$ cat config.mk
export PLATFORM = sky130hd
export DESIGN_NAME = cemc_coord
export DESIGN_NICKNAME = d
export VERILOG_FILES = /design/src/cemc_pkg.sv /design/src/cemc_coord.sv
export SDC_FILE = /design/constraint.sdc
export NUM_CORES = 2
export LEC_CHECK = 0
export BUFFER_PORTS_ARGS = -buffer_cell sky130_fd_sc_hd__clkbuf_2
export CORE_MARGIN = 2
export CORE_UTILIZATION = 45
export DETAILED_ROUTE_END_ITERATION = 10
export SYNTH_ARGS = -nofsm -noshare
export SYNTH_HDL_FRONTEND = slang
export SYNTH_SLANG_ARGS = --single-unit
export TNS_END_PERCENT = 50
$ cat constraint.sdc
create_clock -name clock -period 18.6 [get_ports clock]
set_input_delay 3.72 -clock clock [delete_from_list [all_inputs] [get_ports clock]]
set_output_delay 3.72 -clock clock [all_outputs]
set_load 0.02 [all_outputs]
$ cat src/cemc_pkg.sv
package cemc_pkg;

   localparam int CORDIC_STEPS = 28;
   localparam int CW           = 42;   // CORDIC x/y datapath width, signed
   localparam int AW           = 35;   // angle width, 2^-32 turn units, signed
   localparam int TW           = 33;   // clamped turn fraction, 0 .. 2^32
   localparam int FRAC_BITS    = 16;
   localparam int POS_W        = 31;   // source position in Q(FRAC_BITS)
   localparam int COORD_W      = 13;
   localparam int WEIGHT_W     = 17;
   localparam int PRESCALE_SH  = 24;

   localparam logic signed [25:0] GAIN_Q24 = 26'sd27628053;
   localparam logic signed [AW-1:0] HALF_TURN = AW'(64'sd2147483648);
   localparam logic [TW-1:0] FULL_TURN = {1'b1, {(TW-1){1'b0}}};
   localparam logic [COORD_W-1:0] COORD_LIMIT = {COORD_W{1'b1}};

   localparam logic [31:0] ATAN_TURNS [CORDIC_STEPS] = '{
      32'd536870912, 32'd316933406, 32'd167458907, 32'd85004756,
      32'd42667331,  32'd21354465,  32'd10679838,  32'd5340245,
      32'd2670163,   32'd1335087,   32'd667544,    32'd333772,
      32'd166886,    32'd83443,     32'd41722,     32'd20861,
      32'd10430,     32'd5215,      32'd2608,      32'd1304,
      32'd652,       32'd326,       32'd163,       32'd81,
      32'd41,        32'd20,        32'd10,        32'd5
   };

   localparam logic CSR_FACE_SIZE = 1'b0;
   localparam logic CSR_EQ_HEIGHT = 1'b1;

   typedef struct packed {
      logic [2:0]  face;
      logic [10:0] col;
      logic [10:0] row;
   } req_type;

   typedef struct packed {
      logic [COORD_W-1:0]  u_left;
      logic [COORD_W-1:0]  u_right;
      logic [COORD_W-1:0]  v_top;
      logic [COORD_W-1:0]  v_bottom;
      logic [WEIGHT_W-1:0] weight_x;
      logic [WEIGHT_W-1:0] weight_y;
   } rsp_type;

   typedef struct packed {
      logic valid;
      logic zero;
   } cordic_ctl_type;

endpackage

$ cat src/cemc_coord.sv
module cemc_coord (
   input  logic                           clock,
   input  logic                           reset,
   input  logic                           en,
   input  logic                           in_valid,
   input  logic [cemc_pkg::TW-1:0]        in_theta_turn,
   input  logic signed [cemc_pkg::AW-1:0] in_phi,
   input  logic [11:0]                    face_size,
   input  logic [13:0]                    eq_height,
   output logic                           out_valid,
   output cemc_pkg::rsp_type              out_data
);
   import cemc_pkg::*;

   logic [2:0]            valid_ff;
   logic [TW-1:0]         tu_ff, tv_ff;
   logic [POS_W-1:0]      uf_ff, vf_ff;
   rsp_type               rsp_ff, rsp_in;

   logic signed [AW:0]    tv_raw;
   logic [TW-1:0]         tv_in;
   logic [13:0]           map_w;
   logic [TW+13:0]        uprod, vprod;
   logic [COORD_W-1:0]    wmax, hmax;
   logic [13:0]           wmax_raw, hmax_raw;
   logic [14:0]           uidx, vidx;
   logic                  u_over, v_over;

   // latitude term: 1/2 - 2*phi, clamped to [0, 1] turn
   always_comb begin
      tv_raw = {HALF_TURN[AW-1], HALF_TURN} - (AW+1)'({in_phi, 1'b0});
      if (tv_raw < 0) begin
         tv_in = '0;
      end else if (tv_raw > $signed({3'b000, FULL_TURN})) begin
         tv_in = FULL_TURN;
      end else begin
         tv_in = tv_raw[TW-1:0];
      end
   end

   assign map_w = {face_size, 2'b00};
   assign uprod = map_w * tu_ff;
   assign vprod = eq_height * tv_ff;

   always_comb begin
      wmax_raw = (face_size != '0) ? map_w - 14'd1 : '0;
      hmax_raw = (eq_height != '0) ? eq_height - 14'd1 : '0;
      wmax     = wmax_raw[13] ? COORD_LIMIT : wmax_raw[COORD_W-1:0];
      hmax     = hmax_raw[13] ? COORD_LIMIT : hmax_raw[COORD_W-1:0];

      uidx   = uf_ff[POS_W-1:FRAC_BITS];
      vidx   = vf_ff[POS_W-1:FRAC_BITS];
      u_over = uidx > {2'b00, wmax};
      v_over = vidx > {2'b00, hmax};

      rsp_in.u_left   = u_over ? wmax : uidx[COORD_W-1:0];
      rsp_in.u_right  = (rsp_in.u_left == wmax) ? wmax : rsp_in.u_left + 1'b1;
      rsp_in.v_top    = v_over ? hmax : vidx[COORD_W-1:0];
      rsp_in.v_bottom = (rsp_in.v_top == hmax) ? hmax : rsp_in.v_top + 1'b1;
      // clamped corner sits below the sample: weight saturates at one
      rsp_in.weight_x = u_over ? {1'b1, {FRAC_BITS{1'b0}}}
                               : {1'b0, uf_ff[FRAC_BITS-1:0]};
      rsp_in.weight_y = v_over ? {1'b1, {FRAC_BITS{1'b0}}}
                               : {1'b0, vf_ff[FRAC_BITS-1:0]};
   end

   always_ff @(posedge clock) begin
      if (reset) begin
         valid_ff <= '0;
      end else if (en) begin
         valid_ff <= {valid_ff[1:0], in_valid};
      end
   end

   always_ff @(posedge clock) begin
      if (en) begin
         tu_ff  <= in_theta_turn;
         tv_ff  <= tv_in;
         uf_ff  <= uprod[TW+13:32-FRAC_BITS];
         vf_ff  <= vprod[TW+13:32-FRAC_BITS];
         rsp_ff <= rsp_in;
      end
   end

   assign out_valid = valid_ff[2];
   assign out_data  = rsp_ff;

endmodule

[After elaboration in Yosys (flattened, before gate mapping)]
Index checks and enable logic that the tools add are counted.
Operators by class
  add/sub/neg operators: 5
  $mul: 2
  order comparisons: 4
  eq/ne operators: 2
  multiplexer cells: 11
  reductions and logical operators: 3
Operators with widths (number)
  $mux 13: 6
  $mul 14x33->47: 1
  $mul 12x33->45: 1
  $gt 36x34->1 const B: 1
  $lt 36x1->1 const B: 1
  $sub 32x36->36 const A: 1
  $mux 17: 2
  $mux 33: 1
  $gt 15x13->1: 2
  $mux 14: 2
  $sub 14x1->14 const B: 2
  $add 13x1->13 const B: 2
  $eq 13x13->1: 2
  $reduce_bool 14->1: 1
  $reduce_bool 12->1: 1
  $reduce_or 2->1: 1
Storage, ports and cells
  register bits: 217
  bits of input ports: 98

[Depth between registers and ports, before layout]
  depth in word-level cells: 7
  depth in mapped cells: 25

[Worst setup path after synthesis]
No wires, ideal clock.
  path kind: input to register
  from: in eq_height[8]
  to: reg vf_ff[30], data pin
  library setup time: 207 ps
  data arrival time: 9848 ps
  setup slack: 8544 ps
  cell stages on the path: 21
  buffers on the path: 2
  cells stage by stage: clkbuf_1 clkbuf_1 nand2_1 fa_1 inv_1 fa_1 fa_1 fa_1 fa_1 inv_1 fa_1 inv_1 ha_1 nand4_1 or3_1 a21o_1 a211oi_1 o21ai_1 o41ai_1 mux2i_1 a2111oi_0
Between the ends
  cells in the longest elaborated chain, start to end: 1
Ends and longest elaborated chain
  start, declared: line cemc_coord.sv:9  | input logic [13:0] eq_height,
  $mul 14x33->47: line cemc_coord.sv:43  | assign vprod = eq_height * tv_ff;
  named net vprod[46]: line cemc_coord.sv:23  | logic [TW+13:0] uprod, vprod;
  end signal, assigned: line cemc_coord.sv:80  | vf_ff <= vprod[TW+13:32-FRAC_BITS];
  end, declared: line cemc_coord.sv:17  | logic [POS_W-1:0] uf_ff, vf_ff;
The timed path passes the listed nets, and every way through them passes these cells.
A chain may end at the register's enable or synchronous reset.

[Worst setup path in the final report]
  from: in eq_height[2]
  to: reg vf_ff[30], data pin
Same word-level chain as after synthesis.

==> run_results.csv <==
group,metric,value,unit
routing,post_drt_via_cell_ratio,5.30,
clock_network,cts_resized,0,
timing,tns,0,ps
routing,dr.pass1.iters,7,
logic_synthesis,netlist_instances,3835,
placement,place_ws,7150,ps
logic_synthesis,synth_largest_area_cell,"fa_1",
die,die_x,288,um
hold_path,hold_end,"valid_ff[2]",
timing,worst_slack,7650,ps
die,start_util,45.3,%
clock_network,cts.clk_slew.worst_paths,50,ps
timing,timing.fmax,91.3,MHz
final_layout,final_core_util,48.7,%
routing,wl,94900,um
routing,drtIter0Drc,1731,
timing,max_slew_margin,28.1,%
grt,grt_pass1_vias,27400,
grt,grt_first_pass_wirelength,153000,um
final_layout,drive_gt1_share,8.07,%
routing,drc,0,
die,core_area,80300,um^2
logic_synthesis,ys_async_sr_fraction,0,%
timing,setup_viol_count_final,0,
logic_synthesis,synth_common_cells,"inv_1, fa_1, nand2_1",
hold_path,min_from,"valid_ff[2]",
logic_synthesis,synthTopCellsByArea,"fa_1, edfxtp_1, inv_1",
worst_setup_path,arrival,11260,ps
timing,drv_slew,0,
logic_synthesis,synth_area,36400,um^2
grt,antenna_found_initial,6,
logic_synthesis,syn_avg_cell_area,9.49,um^2
timing,hold_viol,0,
worst_setup_path,crit_required,18910,ps
clock_network,cts_htree_levels,1,
worst_setup_path,cp_max_fo,39,
placement,io_buffers,184,
placement,gp_congestion,0.886,
clock_network,postCtsSetupRepairBufs,0,
routing,wl_per_cell,19.1,um
timing,tightest_slew,1080,ps
clock_network,numCtsBuffers,28,
timing,rsz0062_at_grt,"no",
timing,fin_crit,10950,ps
die,row_count,104,
timing,timing.final.crit_share,58.9,%
logic_synthesis,synth-edff-count,213,
grt,track_usage,23.5,%
worst_setup_path,critPathLaunchType,"input pin",
clock_network,clock_path_buffers,3,
hold_path,hp-class,"reg -> reg",
placement,hpwl,69000,um
final_layout,areaGrowthSynthToFinish,7.48,%
die,fp.dieArea,83100,um^2
logic_synthesis,synth_nets,4817,
grt,grt_max_degree,104,
logic_synthesis,ys.flop_type,"edfxtp_1",
worst_setup_path,r2r-start,"tv_ff[17]",
logic_synthesis,yosysMostFrequentCell,"inv_1",
logic_synthesis,ys_ff_latch,216,
hold_path,hold_path_depth,2,
clock_network,holdBufCountCts,0,
worst_setup_path,rrSetupSlack,10550,ps
grt,overflow,0,
logic_synthesis,synth_top_area_share,36.6,%
logic_synthesis,ys_types,89,
routing,ant_nets,0,
worst_setup_path,rr_worst_depth,19,
worst_setup_path,critPathKind,"in -> reg",
logic_synthesis,synth-seq-area-share,17.7,%
clock_network,clkLatencyLatePin,620,ps
die,die_height,288,um
logic_synthesis,synth-warning-count,0,
clock_network,clock_sinks,216,
final_layout,final_nets,4863,
status,status,"complete, no violations",
clock_network,tritoncts,"done",
routing,vias,26300,
job,timing.max_cap.violations,0,
die,io_pins,185,
clock_network,root_buffer,"clkbuf_16",
worst_setup_path,rr_endpoint,"vf_ff[30]",
worst_setup_path,crit_path_end_kind,"flip-flop",
timing,skew,62.8,ps
-- worst max-delay path: stages --
cell	delay (ps)
clkbuf_2	570
and2_1	440
fa_1	540
inv_1	50
fa_1	480
inv_1	50
fa_1	480
fa_1	500
fa_1	490
inv_1	50
fa_1	470
inv_1	40
ha_1	380
nand4_1	180
or3_1	450
a21o_1	170
a211oi_1	650
o21ai_1	330
o41ai_1	570
mux2i_1	140
a2111oi_0	500
-- cell usage in the layout (no fill, tap or decap), types with 59 or more instances in the layout --
cell      instances
a21oi_1          77
and2_1          387
clkbuf_2        183
edfxtp_1        213
fa_1            665
ha_1            219
inv_1           736
nand2_1         550
nor2_1          108
o21ai_0          59
xnor2_1          80
-- cell type report --
class,count,area (um^2)
clock buffer,30,708
tap,1060,1330
multi-input combinational,2688,26400
timing repair buffer,208,1110
clock inverter,22,288
sequential,216,6460
inverter,739,2770
antenna,2,5.00
fill,7549,41200
-- per-stage QoR --
step                      cell area (um^2)  hold slack, ps  std cells
final                                39100             493       4965
after global routing                 39100             534       4964
after CTS                            39100             499       4963
after detailed placement             38100             485       4911
after global placement               38100             483       4911
after floorplan                      36400             460       3835
-- logic make-up (layout without fill, tap and decap cells) --
logic type / count (synthesis) / after routing / synth area share (%)
flip-flops: 216 / 216 / 17.7
AO/OA/AOI/OAI: 319 / 319 / 5.96
other: 0 / 2 / 0
XOR/XNOR: 123 / 123 / 2.96
AND/OR/NAND/NOR: 1320 / 1320 / 18.4
multiplexers: 42 / 42 / 1.19
buffers and inverters: 931 / 999 / 9.68
adder cells (fa/ha/maj): 884 / 884 / 44.1
-- per-layer routing --
layer | vias up | track usage [%] | routed length [um]
li1 | 12000 | - | -
met1 | 13400 | 32.7 | 41300
met2 | 837 | 38.9 | 44800
met3 | 124 | 3.76 | 6500
met4 | 4 | 5.35 | 2260
met5 | - | 0 | 21
-- how the worst max path moves through the flow --
| stage | startpoint | to | slack, ps | depth (start not counted) |
|---|---|---|---|---|
| after global placement | eq_height[2] | vf_ff[30] | 7490 | 21 |
| after global routing | eq_height[9] | vf_ff[30] | 7420 | 20 |
| after detailed placement | eq_height[2] | vf_ff[30] | 7150 | 21 |
| after floorplan | eq_height[8] | vf_ff[30] | 8540 | 21 |
| final | eq_height[2] | vf_ff[30] | 7650 | 21 |
| after CTS | eq_height[2] | vf_ff[30] | 7730 | 21 |
-- state kept, by name (all words and copies together) (netlist names) --
name      cells
out_data     86
tv_ff        32
uf_ff        31
valid_ff      3
vf_ff        31
tu_ff        33
Power is not shown: default switching activity piles up to over one toggle a cycle in this logic, so the estimate is an artifact.
